File: config.mk
export PLATFORM = sky130hd
export DESIGN_NAME = address_region_table
export DESIGN_NICKNAME = d
export VERILOG_FILES = /design/src/rtl/core/art_pkg.sv /design/src/rtl/core/art_ram.sv /design/src/rtl/core/art_front.sv /design/src/rtl/core/art_queue.sv /design/src/rtl/core/art_back.sv /design/src/rtl/core/address_region_table.sv
export SDC_FILE = /design/constraint.sdc
export NUM_CORES = 2
export LEC_CHECK = 0
export ABC_CLOCK_PERIOD_IN_PS = 42800
export BUFFER_PORTS_ARGS = -buffer_cell sky130_fd_sc_hd__buf_4
export CORE_MARGIN = 2
export CORE_UTILIZATION = 35
export CTS_BUF_LIST = sky130_fd_sc_hd__clkbuf_8
export CTS_CLUSTER_SIZE = 28
export DETAILED_ROUTE_END_ITERATION = 6
export PLACE_DENSITY_LB_ADDON = 0.12
export SETUP_SLACK_MARGIN = 0.5
export SYNTH_ARGS = -nofsm -noshare
export SYNTH_HDL_FRONTEND = slang
export SYNTH_HIERARCHICAL = 1
export SYNTH_SLANG_ARGS = --single-unit
File: constraint.sdc
create_clock -name clock -period 42.8 [get_ports clock]
set_clock_uncertainty 0.1 [all_clocks]
set_input_delay 2.14 -clock clock [delete_from_list [all_inputs] [get_ports clock]]
set_output_delay 2.14 -clock clock [all_outputs]
set_load 0.05 [all_outputs]
File: src/rtl/core/art_pkg.sv
package art_pkg;

   // table depth default
   localparam int MAX_REGIONS_DEF = 16;

   // request function codes
   localparam logic [1:0] FUNC_ADD  = 2'd0;
   localparam logic [1:0] FUNC_FIND = 2'd1;
   localparam logic [1:0] FUNC_READ = 2'd2;

   // result status codes
   localparam logic [1:0] ST_OK      = 2'd0;
   localparam logic [1:0] ST_REFUSED = 2'd1;
   localparam logic [1:0] ST_MISS    = 2'd2;

   // command queue depth between front and back
   localparam int Q_DEPTH = 2;
   localparam int QP_W    = (Q_DEPTH > 1) ? $clog2(Q_DEPTH) : 1;
   localparam int QF_W    = $clog2(Q_DEPTH + 1);

   typedef struct packed {
      logic [1:0]  func;
      logic [63:0] region_base;
      logic [63:0] region_size;
      logic [31:0] region_flags;
      logic [63:0] lookup_address;
      logic [3:0]  entry_index;
   } req_type;

   typedef struct packed {
      logic [1:0]  status;
      logic [3:0]  entry_id;
      logic [63:0] entry_base;
      logic [63:0] entry_size;
      logic [31:0] entry_flags;
      logic [4:0]  region_count;
   } rsp_type;

   // classified operation
   typedef enum logic [2:0] {
      OP_ADD,
      OP_ADD_ZERO,
      OP_FIND,
      OP_READ,
      OP_NONE
   } op_type;

   typedef struct packed {
      op_type      op;
      logic [63:0] region_base;
      logic [63:0] region_size;
      logic [31:0] region_flags;
      logic [63:0] lookup_address;
      logic [3:0]  entry_index;
   } cmd_type;

   typedef struct packed {
      logic full;
      logic empty;
   } q_stat_type;

   // one stored region
   typedef struct packed {
      logic [63:0] base;
      logic [63:0] size;
      logic [31:0] flags;
   } entry_type;

   typedef enum logic [1:0] {
      S_IDLE,
      S_READ,
      S_SCAN,
      S_DONE
   } back_state_type;

endpackage

File: src/rtl/core/art_ram.sv
module art_ram #(
   parameter int WIDTH = 8,
   parameter int DEPTH = 16,
   localparam int ADDR_W = (DEPTH > 1) ? $clog2(DEPTH) : 1
) (
   input  logic              clock,
   input  logic              wr_en,
   input  logic [ADDR_W-1:0] wr_addr,
   input  logic [WIDTH-1:0]  wr_data,
   input  logic              rd_en,
   input  logic [ADDR_W-1:0] rd_addr,
   output logic [WIDTH-1:0]  rd_data
);

   logic [WIDTH-1:0] mem_ff [DEPTH];
   logic [WIDTH-1:0] rd_data_ff;

   // write port
   always_ff @(posedge clock) begin
      if (wr_en) begin
         mem_ff[wr_addr] <= wr_data;
      end
   end

   // registered read port
   always_ff @(posedge clock) begin
      if (rd_en) begin
         rd_data_ff <= mem_ff[rd_addr];
      end
   end

   assign rd_data = rd_data_ff;

endmodule

File: src/rtl/core/art_front.sv
module art_front import art_pkg::*; (
   input  logic       clock,
   input  logic       reset,
   input  logic       req_valid,
   output logic       req_stall,
   input  req_type    req,
   output logic       push,
   output cmd_type    push_cmd,
   input  q_stat_type q_stat
);

   logic    hold_valid_ff, hold_valid_in;
   cmd_type hold_ff, hold_in;
   logic    load;

   // hold one request until the queue takes it
   assign push      = hold_valid_ff && !q_stat.full;
   assign req_stall = hold_valid_ff && q_stat.full;
   assign load      = req_valid && !req_stall;
   assign push_cmd  = hold_ff;

   // classify the incoming request
   always_comb begin
      hold_valid_in = load || (hold_valid_ff && !push);
      hold_in       = hold_ff;
      if (load) begin
         hold_in.region_base    = req.region_base;
         hold_in.region_size    = req.region_size;
         hold_in.region_flags   = req.region_flags;
         hold_in.lookup_address = req.lookup_address;
         hold_in.entry_index    = req.entry_index;
         case (req.func)
            FUNC_ADD: begin
               hold_in.op = (req.region_size == 64'd0) ? OP_ADD_ZERO : OP_ADD;
            end
            FUNC_FIND: begin
               hold_in.op = OP_FIND;
            end
            FUNC_READ: begin
               hold_in.op = OP_READ;
            end
            default: begin
               hold_in.op = OP_NONE;
            end
         endcase
      end
   end

   always_ff @(posedge clock) begin
      if (reset) begin
         hold_valid_ff <= 1'b0;
      end else begin
         hold_valid_ff <= hold_valid_in;
      end
   end

   always_ff @(posedge clock) begin
      hold_ff <= hold_in;
   end

endmodule

File: src/rtl/core/art_queue.sv
module art_queue import art_pkg::*; (
   input  logic       clock,
   input  logic       reset,
   input  logic       push,
   input  cmd_type    push_cmd,
   input  logic       pop,
   output cmd_type    head,
   output q_stat_type q_stat
);

   cmd_type          entries_ff [Q_DEPTH];
   logic [QP_W-1:0]  wr_ptr_ff, wr_ptr_in;
   logic [QP_W-1:0]  rd_ptr_ff, rd_ptr_in;
   logic [QF_W-1:0]  fill_ff, fill_in;

   assign head         = entries_ff[rd_ptr_ff];
   assign q_stat.full  = (fill_ff == QF_W'(Q_DEPTH));
   assign q_stat.empty = (fill_ff == '0);

   // pointer and fill update
   always_comb begin
      wr_ptr_in = wr_ptr_ff;
      rd_ptr_in = rd_ptr_ff;
      fill_in   = fill_ff;
      if (push) begin
         wr_ptr_in = (wr_ptr_ff == QP_W'(Q_DEPTH - 1)) ? '0 : wr_ptr_ff + QP_W'(1);
      end
      if (pop) begin
         rd_ptr_in = (rd_ptr_ff == QP_W'(Q_DEPTH - 1)) ? '0 : rd_ptr_ff + QP_W'(1);
      end
      if (push && !pop) begin
         fill_in = fill_ff + QF_W'(1);
      end else if (pop && !push) begin
         fill_in = fill_ff - QF_W'(1);
      end
   end

   always_ff @(posedge clock) begin
      if (reset) begin
         wr_ptr_ff <= '0;
         rd_ptr_ff <= '0;
         fill_ff   <= '0;
      end else begin
         wr_ptr_ff <= wr_ptr_in;
         rd_ptr_ff <= rd_ptr_in;
         fill_ff   <= fill_in;
      end
   end

   // queue storage
   always_ff @(posedge clock) begin
      if (push) begin
         entries_ff[wr_ptr_ff] <= push_cmd;
      end
   end

endmodule

File: src/rtl/core/art_back.sv
module art_back import art_pkg::*; #(
   parameter int MAX_REGIONS = MAX_REGIONS_DEF
) (
   input  logic       clock,
   input  logic       reset,
   output logic       pop,
   input  cmd_type    head,
   input  q_stat_type q_stat,
   output logic       rsp_valid,
   input  logic       rsp_stall,
   output rsp_type    rsp
);

   localparam int IDX_W = (MAX_REGIONS > 1) ? $clog2(MAX_REGIONS) : 1;
   localparam int CNT_W = $clog2(MAX_REGIONS + 1);
   localparam int CMP_W = CNT_W + IDX_W + 4;
   localparam int ENT_W = $bits(entry_type);

   back_state_type   state_ff, state_in;
   logic [CNT_W-1:0] count_ff, count_in;
   logic [IDX_W-1:0] scan_ff, scan_in;
   logic [63:0]      addr_ff, addr_in;
   rsp_type          res_ff, res_in;
   logic             rsp_valid_ff, rsp_valid_in;
   rsp_type          rsp_ff, rsp_in;

   logic             wr_en;
   logic [IDX_W-1:0] wr_addr;
   entry_type        wr_entry;
   logic             rd_en;
   logic [IDX_W-1:0] rd_addr;
   logic [ENT_W-1:0] rd_raw;
   entry_type        rd_entry;
   logic [63:0]      end_addr;
   logic             hit;
   logic [CMP_W-1:0] count_cmp;
   logic [CMP_W-1:0] idx_cmp;
   logic [CMP_W-1:0] scan_next_cmp;

   art_ram #(
      .WIDTH (ENT_W),
      .DEPTH (MAX_REGIONS)
   ) u_ram (
      .clock   (clock),
      .wr_en   (wr_en),
      .wr_addr (wr_addr),
      .wr_data (wr_entry),
      .rd_en   (rd_en),
      .rd_addr (rd_addr),
      .rd_data (rd_raw)
   );

   assign rd_entry = entry_type'(rd_raw);

   // range test on the entry read last cycle, end wraps at 64 bits
   assign end_addr = rd_entry.base + rd_entry.size;
   assign hit      = (addr_ff >= rd_entry.base) && (addr_ff < end_addr);

   assign count_cmp     = CMP_W'(count_ff);
   assign idx_cmp       = CMP_W'(head.entry_index);
   assign scan_next_cmp = CMP_W'(scan_ff) + CMP_W'(1);

   assign wr_entry.base  = head.region_base;
   assign wr_entry.size  = head.region_size;
   assign wr_entry.flags = head.region_flags;
   assign wr_addr        = IDX_W'(count_ff);

   assign rsp_valid = rsp_valid_ff;
   assign rsp       = rsp_ff;

   // sequencer: execute, read or scan, deliver
   always_comb begin
      state_in     = state_ff;
      count_in     = count_ff;
      scan_in      = scan_ff;
      addr_in      = addr_ff;
      res_in       = res_ff;
      pop          = 1'b0;
      wr_en        = 1'b0;
      rd_en        = 1'b0;
      rd_addr      = scan_ff + IDX_W'(1);
      rsp_valid_in = rsp_valid_ff && rsp_stall;
      rsp_in       = rsp_ff;
      case (state_ff)
         S_IDLE: begin
            if (!q_stat.empty) begin
               pop      = 1'b1;
               res_in   = '0;
               state_in = S_DONE;
               case (head.op)
                  OP_ADD: begin
                     if (count_ff == CNT_W'(MAX_REGIONS)) begin
                        res_in.status = ST_REFUSED;
                     end else begin
                        wr_en           = 1'b1;
                        count_in        = count_ff + CNT_W'(1);
                        res_in.status   = ST_OK;
                        res_in.entry_id = 4'(count_ff);
                     end
                  end
                  OP_ADD_ZERO: begin
                     res_in.status = ST_REFUSED;
                  end
                  OP_READ: begin
                     if (idx_cmp < count_cmp) begin
                        rd_en    = 1'b1;
                        rd_addr  = IDX_W'(head.entry_index);
                        scan_in  = IDX_W'(head.entry_index);
                        state_in = S_READ;
                     end else begin
                        res_in.status = ST_MISS;
                     end
                  end
                  OP_FIND: begin
                     if (count_ff != '0) begin
                        rd_en    = 1'b1;
                        rd_addr  = '0;
                        scan_in  = '0;
                        addr_in  = head.lookup_address;
                        state_in = S_SCAN;
                     end else begin
                        res_in.status = ST_MISS;
                     end
                  end
                  default: begin
                     res_in.status = ST_MISS;
                  end
               endcase
            end
         end
         S_READ: begin
            res_in.status      = ST_OK;
            res_in.entry_id    = 4'(scan_ff);
            res_in.entry_base  = rd_entry.base;
            res_in.entry_size  = rd_entry.size;
            res_in.entry_flags = rd_entry.flags;
            state_in           = S_DONE;
         end
         S_SCAN: begin
            if (hit) begin
               res_in.status      = ST_OK;
               res_in.entry_id    = 4'(scan_ff);
               res_in.entry_base  = rd_entry.base;
               res_in.entry_size  = rd_entry.size;
               res_in.entry_flags = rd_entry.flags;
               state_in           = S_DONE;
            end else if (scan_next_cmp < count_cmp) begin
               rd_en   = 1'b1;
               scan_in = scan_ff + IDX_W'(1);
            end else begin
               res_in        = '0;
               res_in.status = ST_MISS;
               state_in      = S_DONE;
            end
         end
         S_DONE: begin
            if (!rsp_valid_ff || !rsp_stall) begin
               rsp_valid_in        = 1'b1;
               rsp_in              = res_ff;
               rsp_in.region_count = 5'(count_ff);
               state_in            = S_IDLE;
            end
         end
         default: begin
            state_in = S_IDLE;
         end
      endcase
   end

   always_ff @(posedge clock) begin
      if (reset) begin
         state_ff     <= S_IDLE;
         count_ff     <= '0;
         rsp_valid_ff <= 1'b0;
      end else begin
         state_ff     <= state_in;
         count_ff     <= count_in;
         rsp_valid_ff <= rsp_valid_in;
      end
   end

   always_ff @(posedge clock) begin
      scan_ff <= scan_in;
      addr_ff <= addr_in;
      res_ff  <= res_in;
      rsp_ff  <= rsp_in;
   end

endmodule

File: src/rtl/core/address_region_table.sv
// channel   direction  handshake            payload
// req       in         req_valid/req_stall  req_type: func, region, address, index
// rsp       out        rsp_valid/rsp_stall  rsp_type: status, entry, region_count
//
// add, refused and bad requests pass the front register, the command queue and then the
// execute and deliver states to rsp_valid; a read also passes S_READ. A find compares up to
// MAX_REGIONS entries in S_SCAN, one compare per cycle on the single region memory read port.
// synchronous reset clears the count, the queue and the valid flags; memory is not cleared.
// req is taken while a result waits under rsp_stall, until the front register and the
// two-entry command queue fill.
module address_region_table import art_pkg::*; #(
   parameter int MAX_REGIONS = MAX_REGIONS_DEF
) (
   input  logic    clock,
   input  logic    reset,
   input  logic    req_valid,
   output logic    req_stall,
   input  req_type req,
   output logic    rsp_valid,
   input  logic    rsp_stall,
   output rsp_type rsp
);

   logic       push;
   cmd_type    push_cmd;
   logic       pop;
   cmd_type    head;
   q_stat_type q_stat;

   // accept and classify
   art_front u_front (
      .clock     (clock),
      .reset     (reset),
      .req_valid (req_valid),
      .req_stall (req_stall),
      .req       (req),
      .push      (push),
      .push_cmd  (push_cmd),
      .q_stat    (q_stat)
   );

   // decoupling queue
   art_queue u_queue (
      .clock    (clock),
      .reset    (reset),
      .push     (push),
      .push_cmd (push_cmd),
      .pop      (pop),
      .head     (head),
      .q_stat   (q_stat)
   );

   // table execution
   art_back #(
      .MAX_REGIONS (MAX_REGIONS)
   ) u_back (
      .clock     (clock),
      .reset     (reset),
      .pop       (pop),
      .head      (head),
      .q_stat    (q_stat),
      .rsp_valid (rsp_valid),
      .rsp_stall (rsp_stall),
      .rsp       (rsp)
   );

endmodule

==> qor.yml <==
timing:
  period_share_pct: 20.7
  drv_slew: 0
  relSlewSlack_pct: 2.00
  setup_viol: 0
  period_needed_ps: 8850
  worst_slew_pin_slew_ps: 1470
  hold-worst-slack_ps: 309
  finalSetupTns_ps: 0
  rsz0062_at_grt: "no"
  timing.fmax_mhz: 113
  final-hold-violation-count: 0
die:
  die_w_um: 651
  num_rows: 237
  die_height_um: 651
  initial_core_util_pct: 35.2
  coreArea_mm2: 0.417
  boundaryPins: 407
  dieArea_mm2: 0.424
critical_path:
  endpoint_kind: "register"
  worstPathRequired_ps: 43500
  cp_cell_sequence: "inv_1, fa_1, nor2b_1, o211ai_1, a311oi_1, a2111o_1, a21oi_1, a311oi_1, o31ai_1, o21ai_0, a21oi_1, xor2_1, ha_1, nand4_1, or3_1, nor2_1, o2111ai_1, o211a_1, a21oi_1, nand3b_1, buf_12, buf_4"
  cp_common_cell: "a21oi_1"
  regToRegEndpoint: "u_back/u_ram/rd_data[29]$_DFFE_PP_"
  crit_type: "register to register"
  cp_slowest_stage_delay_ps: 740
  cp_slowest_cell: "buf_4"
  critPathLaunchType: "register"
  cp_top_family: "compound AO/OA/AOI/OAI gates"
  reg2reg_depth: 22
  cp_num_buf_inv: 3
  regToRegStartpoint: "u_back/u_ram/rd_data[33]$_DFFE_PP_"
  critPathArrivalTime_ps: 9550
  critPathMaxFanout: 132
  r2r_slack_ps: 33950
min_path:
  hold_end: "u_back/rsp[53]$_DFFE_PP_"
  min_path_cells: 0
  hp-start: "u_back/res_ff[53]$_DFFE_PP_"
  hold_path_class: "register to register"
global_routing:
  grt_usage_pct: 20.3
  antenna_found_initial: 46
  grt_pass1_wl_um: 602000
  overflow: 0
  grt_max_degree: 133
  grt_pass1_vias: 75300
clock_network:
  insertion_delay_ps: 1210
  cts-root-buf: "clkbuf_8"
  cts_tree: "yes"
  post_cts_buffers: 0
  clock-sinks: 3832
  clockBufferDepth: 4
  numCtsBuffers: 661
  cts-hold-fix-buffers: 0
  clk_pin_slew_ps: 60
  htreeDepth: 6
  post_cts_resize_count: 0
final_layout:
  layout.nets: 8213
  drive_above_1_share_pct: 28.2
  syn_to_final_growth_pct: 15.0
  nFillCells: 37100
power:
  p_per_area_mw_per_mm2: 54.9
  total_power_mw: 9.26
  ir_worst_vdd_v: 0.0000415
  p_leak_nw: 56.2
synthesis:
  synth_seq_area_share_pct: 78.5
  avgSynthCellArea_um2: 21.5
  synth-async-reset-ratio_pct: 0
  synth-seq-cells: 3832
  netlist_area_mm2: 0.146
  synth_edf_count: 3818
  synthFlopType: "edfxtp_1"
  syn-num-nets: 7270
  yosysWarnings: 6
  syn_inst: 6827
  ys_types: 76
route:
  drt-pass1-iter-count: 6
  drtAntennaViolNets: 0
  wl_um: 438000
  vias_per_cell: 5.25
  first_iter_violations: 6817
  routedWlPerCell_um: 31.8
  drc_errors: 0
  vias: 72300
job:
  cap_violations: 0
place:
  gp_congestion: 0.835
  dp_hpwl_um: 254000
  placement.io_buffers: 406
outcome:
  status: "complete, no violations"
power by group:
| part | switching (mW) | internal (mW) |
|---|---|---|
| logic | 0.998 | 0.487 |
| registers | 0.157 | 4.57 |
| clock network | 1.52 | 1.53 |
layout by cell type (no fill, tap or decap), drive strengths merged, types with 6 or more instances in the layout:
cell type	instances
a21o	77
a21oi	122
nor4	20
nand2	203
o21bai	13
clkinv	203
xor2	29
mux2i	39
o22a	9
bufinv	11
buf	578
nor2b	51
a211oi	8
mux4	595
o31ai	6
clkinvlp	14
nor2	86
o221ai	31
edfxtp	3818
a221oi	22
diode	11
and2	106
nor3	81
xnor2	42
and3	9
a22oi	266
a31oi	8
o211ai	6
o21ai	83
clkbuf	666
mux2	312
o21a	6
inv	361
nand4	42
dfxtp	14
nand3	16
nand2b	35
ha	208
worst max path at each step:
stage	from	endpoint	slack (ps)	cells past startpoint
after global placement	register	u_back/u_ram/rd_data[101]$_DFFE_PP_	33800	19
after global routing	register	u_back/u_ram/rd_data[99]$_DFFE_PP_	33410	19
final	u_back/u_ram/rd_data[33]$_DFFE_PP_	u_back/u_ram/rd_data[29]$_DFFE_PP_	33950	22
after floorplan	u_back/u_ram/rd_data[47]$_DFFE_PP_	u_back/res_ff[100]$_DFFE_PP_	25440	21
after detailed placement	register	u_back/u_ram/rd_data[99]$_DFFE_PP_	33870	19
after CTS	register	u_back/u_ram/rd_data[99]$_DFFE_PP_	33850	19
area by class of cell:
| cell class | count | area, um2 | share of cell area (%) |
|---|---|---|---|
| diodes | 11 | 27.5 | 0.0163 |
| clock buffers | 666 | 9170 | 5.44 |
| clock inverters | 493 | 2690 | 1.60 |
| inverters | 96 | 360 | 0.214 |
| multi-input cells | 2601 | 29900 | 17.7 |
| flip-flops and latches | 3832 | 115000 | 68.2 |
| well taps | 5497 | 6880 | 4.08 |
| repair buffers | 578 | 4560 | 2.71 |
per-layer routing:
metal | vias up | routed length (um) | track usage [%]
li1 | 30200 | - | -
met1 | 39000 | 186000 | 27.6
met2 | 2403 | 214000 | 33.7
met3 | 626 | 25600 | 3.33
met4 | 4 | 12300 | 5.85
met5 | - | 27 | 0
stage by stage:
stage               worst slack, ps  area, um2  cells  util [%]
global route                  33410     168000  13800      40.4
finish                        33950     169000  13800      40.4
CTS                           33850     168000  13800      40.4
floorplan                     25440     146000   6827         -
detailed placement            33870     157000  12600      37.6
global placement              33800     157000  12600      37.6
synth_stat cells, drive strengths merged (39+ instances only):
master,number,share of area (%)
a22oi,266,1.4
mux2i,39,0.27
edfxtp,3818,78
nor2,86,0.22
mux4,595,9.1
nand4,42,0.18
mux2,312,2.9
clkbuf,125,0.32
nor2b,51,0.22
buf,173,0.77
and2,106,0.45
nor3,81,0.28
nand2,203,0.52
xnor2,42,0.25
a21o,77,0.39
a21oi,122,0.42
ha,208,1.8
inv,96,0.25
o21ai,83,0.29
state kept, by name, indices dropped and copies added (netlist names), 2 cells and up, named ones only:
name                  cells
u_front/push_cmd        231
u_back/res_ff           166
u_queue/fill_ff           2
u_queue/entries_ff      462
u_back/u_ram/rd_data    160
u_back/state_ff           2
u_back/scan_ff            4
u_back/rsp              171
u_back/addr_ff           64
u_back/count_ff           5
u_back/u_ram/mem_ff    2560
worst reg2reg max path, delay by kind of cell (launching register included):
family	cells	cell delay [ps]
adders and majority gates	2	760
xor gates and xnor gates	1	160
DFF	1	610
and+or+nand+nor	5	1250
buffers and inverters	3	1740
AOI/OAI and AO/OA	11	3780
logic make-up after synthesis:
kind of cell	Yosys count	synth area share, %
xor+xnor	71	0.424
buf+inv	394	1.33
simple gates	679	2.36
compound gates	696	3.34
fa+ha+maj	209	1.79
flops	3832	78.5
mux	946	12.3
(Power assumes the default switching activity.)
